--- src/design/dti_pkg.sv ---
// dti_pkg: shared types, constants and helpers of the time interleaver
// used by every module of the block; depends on nothing else

package dti_pkg;

    // field widths fixed by the interface
    localparam int SAMPLE_W   = 8;
    localparam int LEN_W      = 13;
    localparam int TABLE_W    = 64;
    localparam int CFG_IDX_W  = 4;
    localparam int CFG_DATA_W = 64;

    // register indexes of the configuration port
    localparam logic [CFG_IDX_W-1:0] REG_VEC_LEN        = 4'd0;
    localparam logic [CFG_IDX_W-1:0] REG_SCRAMBLE_TABLE = 4'd1;

    // register reset values
    localparam logic [LEN_W-1:0]   LEN_RESET   = 13'd4096;
    localparam logic [TABLE_W-1:0] TABLE_RESET = 64'hF7B3D591E6A2C480;

    // default geometry
    localparam int DTI_BRANCHES   = 16;
    localparam int DTI_MAX_VECTOR = 4096;

    // command fields sized for the largest legal geometry
    localparam int SLOT_MAX_W  = 4;
    localparam int POS_MAX_W   = 16;
    localparam int QUEUE_DEPTH = 4;

    // one accepted element, as handed from front to back
    typedef struct packed {
        logic [SAMPLE_W-1:0]   data;
        logic [SLOT_MAX_W-1:0] slot;
        logic [POS_MAX_W-1:0]  pos;
        logic                  group_done;
    } cmd_t;

    // back end sequencer states
    typedef enum logic [1:0] {
        BK_CLEAR,
        BK_IDLE,
        BK_READ
    } back_state_t;

    // reduce a 4-bit table entry below the branch count
    function automatic logic [3:0] entry_mod(input logic [3:0] e, input int branches);
        logic [4:0] r;
        logic [4:0] b;
        r = {1'b0, e};
        b = 5'(branches);
        for (int i = 0; i < 8; i++) begin
            if (r >= b) begin
                r = r - b;
            end
        end
        return r[3:0];
    endfunction

endpackage

--- src/design/dti_queue.sv ---
// dti_queue: short command queue between front and back
// depends on dti_pkg for cmd_t and the queue depth

module dti_queue
    import dti_pkg::*;
(
    input  logic clk,
    input  logic rst_n,
    input  logic push,
    input  cmd_t push_cmd,
    output logic push_ready,
    input  logic pop,
    output cmd_t pop_cmd,
    output logic pop_valid
);

    localparam int PTR_W = $clog2(QUEUE_DEPTH);
    localparam int CNT_W = $clog2(QUEUE_DEPTH + 1);

    cmd_t               entry_reg [QUEUE_DEPTH];
    logic [PTR_W-1:0]   wr_ptr_reg;
    logic [PTR_W-1:0]   wr_ptr_next;
    logic [PTR_W-1:0]   rd_ptr_reg;
    logic [PTR_W-1:0]   rd_ptr_next;
    logic [CNT_W-1:0]   count_reg;
    logic [CNT_W-1:0]   count_next;
    logic               do_push;
    logic               do_pop;

    // status
    assign push_ready = (count_reg != CNT_W'(QUEUE_DEPTH));
    assign pop_valid  = (count_reg != '0);
    assign pop_cmd    = entry_reg[rd_ptr_reg];
    assign do_push    = push && push_ready;
    assign do_pop     = pop && pop_valid;

    // pointer and count update
    always_comb
    begin
        wr_ptr_next = wr_ptr_reg;
        rd_ptr_next = rd_ptr_reg;
        count_next  = count_reg;
        if (do_push)
        begin
            wr_ptr_next = (wr_ptr_reg == PTR_W'(QUEUE_DEPTH - 1)) ? '0 : wr_ptr_reg + 1'b1;
        end
        if (do_pop)
        begin
            rd_ptr_next = (rd_ptr_reg == PTR_W'(QUEUE_DEPTH - 1)) ? '0 : rd_ptr_reg + 1'b1;
        end
        if (do_push && !do_pop)
        begin
            count_next = count_reg + 1'b1;
        end
        else if (!do_push && do_pop)
        begin
            count_next = count_reg - 1'b1;
        end
    end

    always_ff @(posedge clk or negedge rst_n)
    begin
        if (!rst_n)
        begin
            wr_ptr_reg <= '0;
            rd_ptr_reg <= '0;
            count_reg  <= '0;
        end
        else
        begin
            wr_ptr_reg <= wr_ptr_next;
            rd_ptr_reg <= rd_ptr_next;
            count_reg  <= count_next;
        end
    end

    // storage
    always_ff @(posedge clk)
    begin
        if (do_push)
        begin
            entry_reg[wr_ptr_reg] <= push_cmd;
        end
    end

endmodule

--- config.mk ---
export PLATFORM = sky130hd
export DESIGN_NAME = dti_queue
export DESIGN_NICKNAME = d
export VERILOG_FILES = /design/src/design/dti_pkg.sv /design/src/design/dti_queue.sv
export SDC_FILE = /design/constraint.sdc
export NUM_CORES = 1
export LEC_CHECK = 0
export BUFFER_PORTS_ARGS = -buffer_cell sky130_fd_sc_hd__buf_2
export CAP_MARGIN = 5
export CORE_MARGIN = 3
export CORE_UTILIZATION = 40
export CTS_BUF_LIST = sky130_fd_sc_hd__clkbuf_4 sky130_fd_sc_hd__clkbuf_8
export DETAILED_ROUTE_END_ITERATION = 6
export GPL_TIMING_DRIVEN = 0
export PLACE_DENSITY_LB_ADDON = 0.25
export SYNTH_ARGS = -nofsm -noshare
export SYNTH_HDL_FRONTEND = slang
export SYNTH_SLANG_ARGS = --single-unit
--- constraint.sdc ---
create_clock -name clk -period 2.4 [get_ports clk]
set_input_delay 0.12 -clock clk [delete_from_list [all_inputs] [get_ports clk]]
set_output_delay 0.12 -clock clk [all_outputs]
set_load 0.02 [all_outputs]
# After elaboration in Yosys (flattened, before gate mapping)
# Memories as Yosys holds them, arrays and structs flattened.
# Index checks and enable logic that the tools add are counted.
dict set report op_classes {
  add_sub_neg 4
  eq_ne 3
  n_mux 6
  reduce_logical 8
}
# op count
set op_table {}
lappend op_table {{$mux W3} 2}
lappend op_table {{$add A2 B1 Y2 const B} 2}
lappend op_table {{$eq A2 B2 Y1 const B} 2}
lappend op_table {{$logic_and A1 B1 Y1} 4}
lappend op_table {{$mux W2} 2}
lappend op_table {{$add A3 B1 Y3 const B} 1}
lappend op_table {{$ne A3 B3 Y1 const B} 1}
lappend op_table {{$reduce_bool A3 Y1} 1}
lappend op_table {{$sub A3 B1 Y3 const B} 1}
lappend op_table {{$logic_not A1 Y1} 2}
lappend op_table {{$mux W1} 2}
lappend op_table {{$reduce_bool A2 Y1} 1}
dict set report word_totals {
  ff_bits 7
  ram_bits 116
  input_bits 33
  word_cells 25
  n_memories 1
}
# name depth width rd rd_clocked_by_memory_dff wr line_no
set mem_list {}
lappend mem_list {entry_reg 4 29 1 0 1 dti_queue.sv:20} ;# cmd_t entry_reg [QUEUE_DEPTH];

# Logic depth before layout (Yosys ltp)
dict set report logic_depth {
  word_depth 6
  ltp_mapped 8
}

# Worst setup path after synthesis
# Ideal clock, no wire load.
dict set report synth_path {
  path_type {register -> register}
  startpoint {register count_reg[1]}
  endpoint {register count_reg[2]}
  setup_ns 0.079
  arrival_time_ns 2.093
  required_time_ns 2.321
  path_slack_ns 0.228
  path_stages_with_launch 9
  cell_sequence {dfrtp_1 -> or3_2 -> nand2_1 -> ha_1 -> inv_1 -> fa_1 -> xor2_1 -> nor2_1 -> xor2_1}
}
dict set report synth_between {
  elab_chain_len 5
  word_cells_on_any_way 13
  classes_between {add/sub: 2; eq/ne: 1; mux: 2; reduce/logical: 8}
}
# element line_no
set synth_lines {}
lappend synth_lines {{start, declared} dti_queue.sv:25} ;# logic [CNT_W-1:0] count_reg;
lappend synth_lines {{start signal, assigned} dti_queue.sv:73} ;# count_reg <= count_next;
lappend synth_lines {{$reduce_bool A3 Y1 (*)} dti_queue.sv:32} ;# assign pop_valid = (count_reg != '0);
lappend synth_lines {{via pop_valid} dti_queue.sv:14} ;# output logic pop_valid
lappend synth_lines {{$logic_and A1 B1 Y1 (*)} dti_queue.sv:35} ;# assign do_pop = pop && pop_valid;
lappend synth_lines {{$logic_not A1 Y1} dti_queue.sv:51} ;# if (do_push && !do_pop)
lappend synth_lines {{$logic_and A1 B1 Y1} dti_queue.sv:51}
lappend synth_lines {{$mux W3 or $reduce_bool A2 Y1 (tied branches)} --}
# The timed path passes the listed nets; every way through them passes the cells marked *. The select of a mux whose other input is x is not followed.
# A chain may end at the register's enable or synchronous reset.

# Final worst setup path
dict set report layout_path {
  startpoint {register count_reg[1]}
  endpoint {register count_reg[2]}
}
dict set report layout_between {
  elab_chain_len 5
  word_cells_on_any_way 13
  classes_between {add/sub: 2; eq/ne: 1; mux: 2; reduce/logical: 8}
}
# element
set layout_lines {}
lappend layout_lines {{branches (longest 5 deep; another with $sub A3 B1 Y3)}}
# Parallel ways; which one is timed is not known. The select of a mux whose other input is x is not followed.

==> results.md <==
* R2R setup slack at 0.16 ns
* Crit path from: count_reg[1]
* Final Setup Violations at 0
* RSZ-0062 raised after global routing: no
* Initial core utilization at 41.8%
* Worst Skew at 0.0123 ns
* Crit Path Category: register to register
* F_max at 447 MHz
* 1st-iter DRT viols at 119
* Clock transition at the registers of the reported paths at 0.07 ns
* Crit path max fanout at 4
* Via count at 2203
* GR Overflow Total at 0
* Placed inst area at 5100 um^2
* WL/cell at 17.7 um
* Comb pwr share at 31.7%
* CTS tree: built
* Initial antenna violation count at 0
* Reg power frac at 41.4%
* Worst IR Drop VDD at 0.554 mV
* Max_cap viols at 0
* Total CTS buffers at 17
* Critical Path RT at 2.73 ns
* Cell row count at 38
* Port buffer count at 63
* Core area at 11000 um^2
* Slew headroom at 44.7%
* Synth Instances at 187
* Critical path data arrival time at 2.57 ns
* Reg-to-Reg End: count_reg[2]
* Max FFs per register at 116
* Layout Nets at 339
* Largest net degree at the start of global routing at 30
* Total Wirelength at 8000 um
* GP Congestion at 0.681
* Share of layout cells above drive strength 1 at 43.9%
* ANT nets after route at 0
* End of the critical path: count_reg[2]
* Fin. Hold Viols at 0
* Area delta synth->final at 26.6%
* H-tree depth at 4
* Hold slack at 0.0716 ns
* Clk_lat worst skew at 0.42 ns
* Switching share of power at 31.4%
* Hold Crit Class: primary input to asynchronous set/reset pin
* Drt first pass iters at 4
* Drc violations at 0
* Die Y at 113 um
* Final period util at 93.3%
* Crit end category: register
* Psw at 2.27 mW
* DP HPWL at 4620 um
* Setup WS pre-CTS at 0.170 ns
* Post-CTS Resized at 0
* Sequential share of the synthesized area at 79.4%
* N_diodes at 0
* Clk sink count at 123
* I/O Pins at 64
* Pwr dens at 1240 nW/um^2
* Crit path launch type: register
* Final Max Slew Viols at 0
* Status: complete, no violations
* Max clock buf depth at 2
* Core Util, Final at 52.9%
* Post-CTS setup buffers at 0
* Die W at 113 um
* Final setup TNS at 0 ns
* Post-Syn Nets at 227
* Post-DR vias/cell at 4.87
* Min Tclk post-route at 2.24 ns
* Setup ws final at 0.162 ns
* Cell area after layout at 5830 um^2
* Yosys cell types at 18
* Leakage power at 2.07 nW
* FF-to-FF Start: count_reg[1]
* Syn_area_per_cell at 24.6 um^2
* Worst R2R Path Depth at 8
* YS warnings at 0
* First-pass GRT wire length at 12700 um
* Mapped Area at 4610 um^2
* #FFs+latches synth at 123
* Internal power at 4.97 mW
* Cts hold-fix bufs at 30
* Worst-Margin Slew at 0.830 ns
* Clk pwr share at 26.9%
* CTS root buffer: clkbuf_8
* Vias in the first global route at 2411
* Die area at 12800 um^2
* Overall routing resource usage at 13.5%
cells in the final DEF (no fill, tap or decap):
master / Yosys / routed
edfxtp_1: 116 / 116
buf_2: 3 / 66
dlygate4sd3_1: 0 / 30
mux4_2: 29 / 29
clkbuf_8: 0 / 17
dfrtp_1: 7 / 7
ha_1: 6 / 6
and3_2: 4 / 4
clkinv_4: 0 / 4
bufinv_16: 0 / 4
clkbuf_1: 3 / 3
inv_1: 3 / 3
mux2_2: 3 / 3
nor2_1: 3 / 3
clkinvlp_4: 0 / 3
mux2_4: 2 / 2
xor2_1: 2 / 2
clkinv_1: 0 / 2
or3b_4: 1 / 1
and2_4: 1 / 1
or3_2: 1 / 1
nand2_1: 1 / 1
xnor2_1: 1 / 1
fa_1: 1 / 1
clkinv_2: 0 / 1
inv_6: 0 / 1
how the worst min path moves through the flow:
stage / from / to / slack (ns) / depth (start not counted)
2_1_floorplan: rst_n / count_reg[0] / -0.18 / 0
3_3_place_gp: rst_n / wr_ptr_reg[0] / -0.04 / 1
3_5_place_dp: rst_n / wr_ptr_reg[0] / -0.03 / 1
4_1_cts: rst_n / wr_ptr_reg[0] / 0.05 / 2
5_1_grt: rst_n / wr_ptr_reg[0] / 0.08 / 2
6_report: rst_n / wr_ptr_reg[0] / 0.07 / 2
logic make-up (layout without fill, tap and decap cells):
group	after synthesis	in the layout	synth area share (%)
adder cells (fa/ha/maj)	7	7	2.06
multiplexers	34	34	15.6
flip-flops	123	123	79.4
buffers and inverters	9	134	0.815
AND/OR/NAND/NOR	11	11	1.58
XOR/XNOR	3	3	0.570
per-stage QoR:
step,instances,total power [mW]
floorplan,187,4.64
global placement,390,5.34
detailed placement,390,5.37
CTS,452,7.36
global route,452,7.61
finish,452,7.23
final cells by class:
type / count / area [um^2]
Fill cell: 890 / 5200
Sequential cell: 123 / 3660
Multi-Input combinational cell: 55 / 911
Timing Repair Buffer: 93 / 616
Clock buffer: 17 / 234
Clock inverter: 15 / 199
Tap cell: 140 / 175
Buffer: 6 / 26.3
Inverter: 3 / 11.3
metal layers:
metal	track usage (%)	vias to the layer above	routed length [um]
met4	5.05	0	75
met2	22.8	55	4270
met5	0	-	0
li1	-	1012	-
met1	16.2	1128	3330
met3	4.33	8	326
power by group through the flow:
stage	clock network, mW	registers, mW	logic (mW)
after CTS	1.99	3.00	2.37
after floorplan	0	2.99	1.64
after global routing	2.09	3.04	2.49
after detailed placement	0	3.05	2.33
after global placement	0	3.03	2.31
final	1.95	2.99	2.29
cells in the mapped netlist:
master	instances	share of area, %
and2_4	1	0.19
and3_2	4	0.65
buf_2	3	0.33
clkbuf_1	3	0.24
dfrtp_1	7	3.8
edfxtp_1	116	76
fa_1	1	0.43
ha_1	6	1.6
inv_1	3	0.24
mux2_2	3	0.73
mux2_4	2	0.65
mux4_2	29	14
nand2_1	1	0.081
nor2_1	3	0.24
or3_2	1	0.16
or3b_4	1	0.24
xnor2_1	1	0.19
xor2_1	2	0.38
worst max-delay path, stage by stage, from the launching register on:
cell     delay [ns]
dfrtp_1        0.42
or3_2          0.50
nand2_1        0.16
ha_1           0.20
inv_1          0.06
fa_1           0.38
xor2_1         0.17
nor2_1         0.11
xor2_1         0.16
Note: power is estimated with default switching activity, not from simulation.
