[src/design/dti_pkg.sv]
// dti_pkg: shared types, constants and helpers of the time interleaver
// used by every module of the block; depends on nothing else

package dti_pkg;

    // field widths fixed by the interface
    localparam int SAMPLE_W   = 8;
    localparam int LEN_W      = 13;
    localparam int TABLE_W    = 64;
    localparam int CFG_IDX_W  = 4;
    localparam int CFG_DATA_W = 64;

    // register indexes of the configuration port
    localparam logic [CFG_IDX_W-1:0] REG_VEC_LEN        = 4'd0;
    localparam logic [CFG_IDX_W-1:0] REG_SCRAMBLE_TABLE = 4'd1;

    // register reset values
    localparam logic [LEN_W-1:0]   LEN_RESET   = 13'd4096;
    localparam logic [TABLE_W-1:0] TABLE_RESET = 64'hF7B3D591E6A2C480;

    // default geometry
    localparam int DTI_BRANCHES   = 16;
    localparam int DTI_MAX_VECTOR = 4096;

    // command fields sized for the largest legal geometry
    localparam int SLOT_MAX_W  = 4;
    localparam int POS_MAX_W   = 16;
    localparam int QUEUE_DEPTH = 4;

    // one accepted element, as handed from front to back
    typedef struct packed {
        logic [SAMPLE_W-1:0]   data;
        logic [SLOT_MAX_W-1:0] slot;
        logic [POS_MAX_W-1:0]  pos;
        logic                  group_done;
    } cmd_t;

    // back end sequencer states
    typedef enum logic [1:0] {
        BK_CLEAR,
        BK_IDLE,
        BK_READ
    } back_state_t;

    // reduce a 4-bit table entry below the branch count
    function automatic logic [3:0] entry_mod(input logic [3:0] e, input int branches);
        logic [4:0] r;
        logic [4:0] b;
        r = {1'b0, e};
        b = 5'(branches);
        for (int i = 0; i < 8; i++) begin
            if (r >= b) begin
                r = r - b;
            end
        end
        return r[3:0];
    endfunction

endpackage

[src/design/dti_front.sv]
// dti_front: accepts elements, tracks slot, position and group, tags group ends
// depends on dti_pkg; holds the effective vector length in groups

module dti_front
    import dti_pkg::*;
#(
    parameter int BRANCHES   = DTI_BRANCHES,
    parameter int MAX_VECTOR = DTI_MAX_VECTOR
)
(
    input  logic               clk,
    input  logic               rst_n,
    input  logic               item_valid,
    input  logic [SAMPLE_W-1:0] sample_in,
    output logic               item_stall,
    input  logic               len_wr,
    input  logic [LEN_W-1:0]   len_data,
    output logic               len_busy,
    input  logic               clear_busy,
    input  logic               q_ready,
    output logic               q_push,
    output cmd_t               q_cmd
);

    localparam int SLOT_W = $clog2(BRANCHES);
    localparam int POS_W  = $clog2(MAX_VECTOR);
    localparam int QMAX   = MAX_VECTOR / BRANCHES;
    localparam int GRP_W  = $clog2(QMAX + 1);
    localparam int FRAC   = LEN_W + 4;
    localparam int PROD_W = LEN_W + FRAC;
    localparam int RECIP  = (1 << FRAC) / BRANCHES;
    localparam int CMP_W  = LEN_W + GRP_W;
    localparam int LR_Q   = int'(LEN_RESET) / BRANCHES;
    localparam int Q_RST  = (LR_Q < 1) ? 1 : ((LR_Q > QMAX) ? QMAX : LR_Q);
    localparam logic [SLOT_W-1:0] LAST_K = SLOT_W'(BRANCHES - 1);

    logic [SLOT_W-1:0] slot_reg;
    logic [SLOT_W-1:0] slot_next;
    logic [POS_W-1:0]  pos_reg;
    logic [POS_W-1:0]  pos_next;
    logic [SLOT_W-1:0] cnt_reg;
    logic [SLOT_W-1:0] cnt_next;
    logic [GRP_W-1:0]  grp_reg;
    logic [GRP_W-1:0]  grp_next;
    logic [GRP_W-1:0]  limit_reg;
    logic [GRP_W-1:0]  limit_next;
    logic [LEN_W-1:0]  len_reg;
    logic [LEN_W-1:0]  quot_reg;
    logic              st1_reg;
    logic              st2_reg;
    logic [PROD_W-1:0] prod;
    logic [LEN_W-1:0]  quot_times_b;
    logic [LEN_W-1:0]  remainder;
    logic [LEN_W-1:0]  quot_fixed;
    logic [CMP_W-1:0]  quot_wide;
    logic              accept;
    logic              group_done;
    logic [GRP_W-1:0]  grp_inc;
    logic              vector_end;

    // handshake
    assign len_busy   = st1_reg || st2_reg;
    assign item_stall = !q_ready || len_busy || clear_busy;
    assign accept     = item_valid && !item_stall;
    assign q_push     = accept;

    // length in groups: reciprocal estimate, then one correction and clamping
    assign prod         = PROD_W'(len_reg) * PROD_W'(RECIP);
    assign quot_times_b = LEN_W'((LEN_W + 5)'(quot_reg) * (LEN_W + 5)'(BRANCHES));
    assign remainder    = len_reg - quot_times_b;

    always_comb
    begin
        quot_fixed = quot_reg;
        if (remainder >= LEN_W'(BRANCHES))
        begin
            quot_fixed = quot_reg + 1'b1;
        end
        quot_wide  = CMP_W'(quot_fixed);
        limit_next = limit_reg;
        if (st2_reg)
        begin
            if (quot_wide == '0)
            begin
                limit_next = GRP_W'(1);
            end
            else if (quot_wide > CMP_W'(QMAX))
            begin
                limit_next = GRP_W'(QMAX);
            end
            else
            begin
                limit_next = GRP_W'(quot_wide);
            end
        end
    end

    always_ff @(posedge clk or negedge rst_n)
    begin
        if (!rst_n)
        begin
            st1_reg   <= 1'b0;
            st2_reg   <= 1'b0;
            limit_reg <= GRP_W'(Q_RST);
        end
        else
        begin
            st1_reg   <= len_wr;
            st2_reg   <= st1_reg;
            limit_reg <= limit_next;
        end
    end

    always_ff @(posedge clk)
    begin
        if (len_wr)
        begin
            len_reg <= len_data;
        end
        if (st1_reg)
        begin
            quot_reg <= prod[PROD_W-1:FRAC];
        end
    end

    // position tracking
    assign group_done = (cnt_reg == LAST_K);
    assign grp_inc    = grp_reg + GRP_W'(group_done);
    assign vector_end = (grp_inc >= limit_reg);

    always_comb
    begin
        slot_next = slot_reg;
        pos_next  = pos_reg;
        cnt_next  = cnt_reg;
        grp_next  = grp_reg;
        if (accept)
        begin
            if (vector_end)
            begin
                slot_next = (slot_reg == LAST_K) ? '0 : slot_reg + 1'b1;
                pos_next  = '0;
                cnt_next  = '0;
                grp_next  = '0;
            end
            else
            begin
                pos_next = pos_reg + 1'b1;
                cnt_next = group_done ? '0 : cnt_reg + 1'b1;
                grp_next = grp_inc;
            end
        end
    end

    always_ff @(posedge clk or negedge rst_n)
    begin
        if (!rst_n)
        begin
            slot_reg <= '0;
            pos_reg  <= '0;
            cnt_reg  <= '0;
            grp_reg  <= '0;
        end
        else
        begin
            slot_reg <= slot_next;
            pos_reg  <= pos_next;
            cnt_reg  <= cnt_next;
            grp_reg  <= grp_next;
        end
    end

    // command to the back end
    always_comb
    begin
        q_cmd.data       = sample_in;
        q_cmd.slot       = SLOT_MAX_W'(slot_reg);
        q_cmd.pos        = POS_MAX_W'(pos_reg);
        q_cmd.group_done = group_done;
    end

endmodule

[config.mk]
export PLATFORM = sky130hd
export DESIGN_NAME = dti_front
export DESIGN_NICKNAME = d
export VERILOG_FILES = /design/src/design/dti_pkg.sv /design/src/design/dti_front.sv
export SDC_FILE = /design/constraint.sdc
export NUM_CORES = 1
export LEC_CHECK = 0
export BUFFER_PORTS_ARGS = -buffer_cell sky130_fd_sc_hd__buf_2
export CAP_MARGIN = 0
export CORE_ASPECT_RATIO = 2
export CORE_MARGIN = 2
export CORE_UTILIZATION = 30
export DETAILED_ROUTE_END_ITERATION = 10
export GPL_TIMING_DRIVEN = 1
export PLACE_DENSITY = 0.57
export SYNTH_ARGS = -nofsm -noshare
export SYNTH_HDL_FRONTEND = slang
export SYNTH_SLANG_ARGS = --single-unit
[constraint.sdc]
create_clock -name clk -period 3.8 [get_ports clk]
set_clock_uncertainty 0.1 [all_clocks]
set_input_delay 0.38 -clock clk [delete_from_list [all_inputs] [get_ports clk]]
set_output_delay 0.38 -clock clk [all_outputs]
set_load 0.005 [all_outputs]
* Word-level counts from Yosys, hierarchy flattened
Index checks and enable logic that the tools add are counted.
** Storage, ports and cells
- Bits in registers :: 62
- Input bits :: 27
- Output and inout bits :: 32
- Word-level logic and storage cells :: 36
** Operators by class
- $add $sub $neg :: 6
- Order comparisons :: 3
- Equality and inequality tests :: 2
- Muxes and demuxes :: 8
- Reduce and logical (&&, ||, !) cells :: 8
** Operator list (number)
- $mux 9 :: 3
- $ge 13x5->1 const B :: 1
- $gt 13x9->1 const B :: 1
- $logic_not 13->1 :: 1
- $sub 13x13->13 :: 1
- $add 12x1->12 const B :: 1
- $mux 12 :: 1
- $mux 4 :: 3
- $add 9x1->10 const B :: 1
- $mux 10 :: 1
- $add 9x1->9 :: 1
- $ge 9x9->1 :: 1
- $add 4x1->4 const B :: 2
- $eq 4x4->1 const B :: 2
- $logic_or 1x1->1 :: 3
- $logic_not 1->1 :: 2
- $reduce_and 2->1 :: 1
- $logic_and 1x1->1 :: 1

* Logic depth before layout (Yosys ltp)
Gate-level depths: netlist (run 1).
- Depth in word-level cells :: 6
- Gate-level depth with buffers :: 16
- Gate-level depth less buffers :: 15

* Least setup slack after synthesis (run 1)
No wires, ideal clock.
- Path type :: reg2reg
- From :: register cnt_reg[0]
- To :: register pos_reg[0]
- Setup time :: 0.066 ns
- Data arrival time :: 3.165 ns
- Required time :: 3.634 ns
- Slack :: 0.469 ns
- Stages on the path, launching flop included :: 16
- Buffers on the path :: 1
- Period minus slack after synthesis :: 3.331 ns
- Cells stage by stage :: dfrtp_1 > ha_1 > and3_1 > ha_1 > ha_1 > ha_1 > a21o_1 > a21o_1 > a21o_1 > a21o_1 > a21oi_1 > o21ai_0 > and2_1 > clkbuf_1 > nor2_1 > mux2_2
** Between the ends
- Longest elaborated chain between the ends :: 4
** Ends and longest elaborated chain
- start, declared :: line dti_front.sv:41 : logic [SLOT_W-1:0] cnt_reg;
- start signal, assigned :: line dti_front.sv:168 : cnt_reg <= cnt_next;
- $eq 4x4->1 :: line dti_front.sv:127 : assign group_done = (cnt_reg == LAST_K);
- net group_done :: line dti_front.sv:57 : logic group_done;
- $add 9x1->9 :: line dti_front.sv:128 : assign grp_inc = grp_reg + GRP_W'(group_done);
- $ge 9x9->1 :: line dti_front.sv:129 : assign vector_end = (grp_inc >= limit_reg);
- $mux 12 :: line dti_front.sv:139 : if (vector_end)
- end signal, assigned :: line dti_front.sv:167 : pos_reg <= pos_next;
- end, declared :: line dti_front.sv:39 : logic [POS_W-1:0] pos_reg;
The timed path passes the listed nets, and every way through them passes these cells.
A chain may end at the register's enable or synchronous reset.

* Worst setup path after layout (run 1)
- From :: register cnt_reg[0]
- To :: register pos_reg[0]
** Between the ends
- Longest elaborated chain between the ends :: 4
** Ends and longest elaborated chain (line)
- $eq 4x4->1 :: dti_front.sv:127
- $add 9x1->9 :: dti_front.sv:128
- $ge 9x9->1 :: dti_front.sv:129
- $mux 12 :: dti_front.sv:139
No other way between the ends.

==> results.yml, run 1 <==
status:
  status: "completed"
drt:
  wl_met2_mm: 3.85
  wire_per_inst_um: 13.4
  dr.max_layer_used: "met4"
  wl_met3_um: 221
  first_iter_violations: 84
  drc: 0
  wl_mm: 7.15
  ant_nets: 0
  wl_met1_mm: 2.73
  vias: 2619
  drtPass1Iterations: 4
  drt-vias-per-instance: 4.91
flow_run:
  maxCapViolCount: 0
yosys:
  synth_top_area_cell: "dfrtp_1"
  ys_top_cells_by_area: "dfrtp_1 (28%), edfxtp_1 (16%), ha_1 (8.4%), nand2_1 (4.9%), xnor2_1 (4.8%)"
  synth.yosys.seq_area_share_pct: 44.9
  avgSynthCellArea_um2: 9.79
  dominantRegCellSynth: "dfrtp_1"
  synth-edff-count: 18
  synth_area_um2: 3440
  synth_seq_cells: 58
  syn_inst: 351
  yosysMostFrequentCell: "nand2_1"
  synthTopCellsByCount: "nand2_1 (45), dfrtp_1 (39), inv_1 (24), ha_1 (23), o21ai_0 (22)"
  synthArstFlopShare_pct: 69.0
  synth.distinct_cells: 49
  yosys_warnings: 0
  synth_top_area_share_pct: 28.4
sta:
  worst_slack_ns: 0.244
  setup-violations-final: 0
  rsz0062_at_grt: "no"
  finalSetupTns_ns: 0
  hold_viol_final: 0
  period_share_pct: 93.6
  worstMarginPinSlew_ns: 0.903
  relSlewSlack_pct: 39.8
  drv_slew: 0
  fmax_mhz: 281
  period_needed_ns: 3.56
  fin_hold_ws_ns: 0.0833
placement:
  portBuffers: 34
  dpl.hpwl_mm: 5.35
  gp_congestion: 0.837
  post-place-cells: 518
  pre_cts_slack_ns: 0.200
pwr:
  combPwrFrac_pct: 17.3
  leakagePower_nw: 1.84
  p_clk_share_pct: 42.8
  max-vdd-ir-drop_uv: 243
  p_seq_share_pct: 39.9
  cellPowerDensity_nw_per_um2: 469
  intPower_mw: 1.39
  switching_share_pct: 26.3
  power.switching_uw: 497
clock_tree:
  numCtsBuffers: 9
  tritoncts: "done"
  clock_sinks: 58
  worst_skew_pair.late_latency_ns: 0.33
  root_buffer: "clkbuf_16"
  clockBufferDepth: 2
  clk_pin_slew_worst_paths_ns: 0.05
  cts_max_level: 3
hold_path:
  holdCritPathClass: "in2async"
cells_and_area:
  drive_above_1_share_pct: 18.2
  layout.nets: 438
  fin_util_pct: 36.0
  areaGrowthSynthToFinish_pct: 17.4
  largest_register_ffs: 12
  instances_no_fill: 533
  antenna_cells: 0
setup_path:
  critPathBufInv: 1
  rrSetupSlack_ns: 0.24
  critPathArrivalTime_ns: 3.73
  path_cells: "ha_1 > and3_1 > ha_1 > ha_1 > ha_1 > a21o_1 > a21o_1 > a21o_1 > a21o_1 > a21oi_1 > o21ai_0 > and2_1 > nor2_1 > buf_4 > mux2_2"
  r2r-start: "cnt_reg[0]"
  crit_slowest_cell: "dfrtp_1"
  slowest_delay_ns: 0.40
  path_max_fanout: 5
  path_class: "reg2reg"
  critPathRequiredTime_ns: 3.97
  reg2regPathDepth: 15
  critical_path.top_delay_family: "adder cells"
  cp_num_cells: 15
  r2r-end: "pos_reg[0]"
  cp-start-kind: "flip-flop"
  cp-end-kind: "flip-flop"
floorplan:
  die_area_um2: 12400
  die_w_um: 79.7
  core_um2: 11200
  io_pins: 59
  die_y_um: 155
  start_util_pct: 30.6
  fp-row-count: 55
grt:
  antenna_found_initial: 0
  grt_pass1_wl_mm: 12.0
  track_usage_pct: 12.5
  grt_max_degree: 41
  grt_pass1_vias: 2684
  grt_overflow: 0
## through the flow
step,area (um2),power (mW)
after floorplan,3450,0.996
after global placement,3740,1.08
after detailed placement,3740,1.09
after CTS,4030,1.91
after global routing,4030,1.99
final,4030,1.89
## worst register-to-register path, stage by stage (launching register included)
cell     delay (ns)
dfrtp_1        0.40
ha_1           0.23
and3_1         0.19
ha_1           0.26
ha_1           0.32
ha_1           0.27
a21o_1         0.15
a21o_1         0.17
a21o_1         0.18
a21o_1         0.18
a21oi_1        0.14
o21ai_0        0.14
and2_1         0.20
nor2_1         0.23
buf_4          0.20
mux2_2         0.14
## cells in the final DEF (no fill, tap or decap), drive strengths merged, types with 2 or more instances in the layout
cell    Yosys  final
and2        2      2
nand2      45     45
nand3      11     11
o22ai       9      9
conb        1      4
clkinv      0      2
a22o        6      6
a21oi       7      7
mux2        5      5
nand3b      3      3
edfxtp     18     18
ha         23     23
nand2b      4      4
o211ai      2      2
xor2        7      7
nor3b       4      4
xnor2      19     19
buf        14     45
or3         2      2
nor3        7      7
o31ai       2      2
nor2b       6      6
dfrtp      39     39
a21o        5      5
nor2       19     19
nand4       5      5
nor4        6      6
clkbuf      9     12
o21ai      23     23
inv        24     24
and3        9      9
a41oi       3      3
## power groups by stage
stage	Clock, mW	Combinational, mW	Sequential [mW]
after floorplan	0	0.239	0.757
after global placement	0	0.321	0.763
after detailed placement	0	0.329	0.765
after CTS	0.829	0.331	0.755
after global routing	0.852	0.376	0.764
final	0.810	0.327	0.754
## kinds of logic after synthesis
family | share of synthesized area, %
and+or+nand+nor | 17.9
muxes | 1.93
buffers and inverters | 6.77
adders and majority gates | 8.96
xor gates and xnor gates | 6.63
other | 0.109
DFF | 44.9
AOI/OAI and AO/OA | 12.8
## worst max path at each step
stage,from,endpoint
2_1_floorplan,cnt_reg[0],pos_reg[0]
3_3_place_gp,cnt_reg[0],pos_reg[0]
3_5_place_dp,cnt_reg[0],pos_reg[0]
4_1_cts,cnt_reg[0],pos_reg[2]
5_1_grt,cnt_reg[0],pos_reg[2]
6_report,cnt_reg[0],pos_reg[0]
## metal layers
| metal | GRT usage, % | vias to the layer above |
|---|---|---|
| li1 | - | 1290 |
| met1 | 12.1 | 1247 |
| met2 | 22.8 | 56 |
| met3 | 2.15 | 26 |
| met4 | 9.44 | 0 |
| met5 | 0 | - |
## timing repair
action                     in CTS  in global routing
hold buffers                    0                  0
setup endpoints to repair       0                  1
setup buffers                   0                  0
gates resized for setup         0                  1
## final cells by class
| cell class | instances | area (um2) |
|---|---|---|
| fillers | 1152 | 7180 |
| multi-input cells | 249 | 1670 |
| flip-flops and latches | 58 | 1540 |
| clock buffers | 12 | 256 |
| repair buffers | 45 | 253 |
| well taps | 142 | 178 |
| inverters | 24 | 90.1 |
| clock inverters | 3 | 40.0 |
(Power assumes the default switching activity.)
==> run 2, diff against run 1 <==
CTS_BUF_LIST = sky130_fd_sc_hd__clkbuf_4 sky130_fd_sc_hd__clkbuf_8 sky130_fd_sc_hd__clkbuf_16   (was unset)
==> results.yml, run 2 (synthesis results as in run 1) <==
placement:
  pre_cts_slack_ns: 0.200
  dpl.hpwl_mm: 5.35
  portBuffers: 34
  post-place-cells: 518
  placed_area_um2: 3740
  gp_congestion: 0.837
setup_path:
  slowest_delay_ns: 0.40
  crit_slowest_cell: "dfrtp_1"
  critPathArrivalTime_ns: 3.73
  critPathRequiredTime_ns: 3.97
  critical_path.top_delay_family: "adder cells"
  path_max_fanout: 5
  critPathBufInv: 1
  cp-end-kind: "flip-flop"
  path_cells: "ha_1 > and3_1 > ha_1 > ha_1 > ha_1 > a21o_1 > a21o_1 > a21o_1 > a21o_1 > a21oi_1 > o21ai_0 > and2_1 > nor2_1 > buf_4 > mux2_2"
  cp-start-kind: "flip-flop"
  path_class: "reg2reg"
pwr:
  p_clk_share_pct: 43.0
  cellPowerDensity_nw_per_um2: 470
  power.total_mw: 1.90
  leakagePower_nw: 1.85
  switching_share_pct: 26.1
  power.switching_uw: 496
  combPwrFrac_pct: 17.2
  intPower_mw: 1.40
  max-vdd-ir-drop_uv: 243
  p_seq_share_pct: 39.8
cells_and_area:
  drive_above_1_share_pct: 18.4
  final_area_um2: 4040
  largest_register_ffs: 12
  fin_util_pct: 36.0
  areaGrowthSynthToFinish_pct: 17.5
  final_common_cell: "nand2_1"
  antenna_cells: 0
  fillers: 1153
  layout.nets: 438
  mostFrequentLayoutCells: "nand2_1 (45), dfrtp_1 (39), buf_2 (34)"
  instances_no_fill: 533
clock_tree:
  tritoncts: "done"
  worst_skew_pair.late_latency_ns: 0.33
  clk_pin_slew_worst_paths_ns: 0.05
  root_buffer: "clkbuf_16"
  clock_sinks: 58
  clockBufferDepth: 2
  cts_setup_buffers: 0
  cts_max_level: 3
  numCtsBuffers: 9
sta:
  worstMarginPinSlew_ns: 0.903
  fin_hold_ws_ns: 0.0833
  hold_viol_final: 0
  fmax_mhz: 281
  setup-violations-final: 0
  period_needed_ns: 3.56
  rsz0062_at_grt: "no"
  worst_slack_ns: 0.244
  finalSetupTns_ns: 0
  relSlewSlack_pct: 39.8
  drv_slew: 0
  period_share_pct: 93.6
floorplan:
  die_area_um2: 12400
  core_um2: 11200
  start_util_pct: 30.6
  die_w_um: 79.7
  die_y_um: 155
  fp-row-count: 55
  io_pins: 59
drt:
  wl_mm: 7.14
  vias: 2614
  drtPass1Iterations: 4
  drc: 0
  first_iter_violations: 83
  wire_per_inst_um: 13.4
  ant_nets: 0
  drt-vias-per-instance: 4.90
status:
  status: "completed"
grt:
  track_usage_pct: 12.5
  antenna_found_initial: 0
  grt_pass1_vias: 2684
  grt_pass1_wl_mm: 12.0
  grt_max_degree: 41
  grt_overflow: 0
flow_run:
  maxCapViolCount: 0
hold_path:
  holdCritPathClass: "in2async"
## run 2: repair_timing
item	in CTS	in global routing
setup endpoints to repair	0	1
gates resized for setup	0	1
hold buffers	0	0
## run 2: layer usage
layer	part of all wire (%)	track usage (%)	wire (um)	vias to the layer above
met2	54	22.8	3840	56
met1	38	12.1	2720	1242
met5	0	0	0	-
li1	-	-	-	1290
met4	5.1	9.44	365	0
met3	3.1	2.15	221	26
## run 2: area by class of cell
cell class | instances | area (um2) | share of cell area [%]
multi-input combinational | 249 | 1670 | 41.5
sequential | 58 | 1540 | 38.2
clock buffer | 12 | 260 | 6.45
timing repair buffer | 45 | 253 | 6.26
tap | 142 | 178 | 4.40
inverter | 24 | 90.1 | 2.23
clock inverter | 3 | 40.0 | 0.992
## run 2: power by group through the flow
stage	Clock [mW]	Sequential, mW	Combinational (mW)
after floorplan	0	0.757	0.239
after global placement	0	0.763	0.321
after detailed placement	0	0.765	0.329
after CTS	0.836	0.755	0.331
after global routing	0.859	0.764	0.376
final	0.816	0.755	0.327
## run 2: final timing paths
kind | from | endpoint | slack [ns] | cells after the start
worst max-delay path | cnt_reg[0] | pos_reg[0] | 0.24 | 15
worst min-delay path | rst_n | cnt_reg[3] | 0.08 | 1
worst max register to register | cnt_reg[0] | pos_reg[0] | 0.24 | 15
worst min register to register | len_reg[4] | quot_reg[0] | 0.35 | 0
max in group asynchronous | rst_n | slot_reg[1] | 2.95 | 1
min in group clk | len_data[6] | len_reg[6] | 0.12 | 1
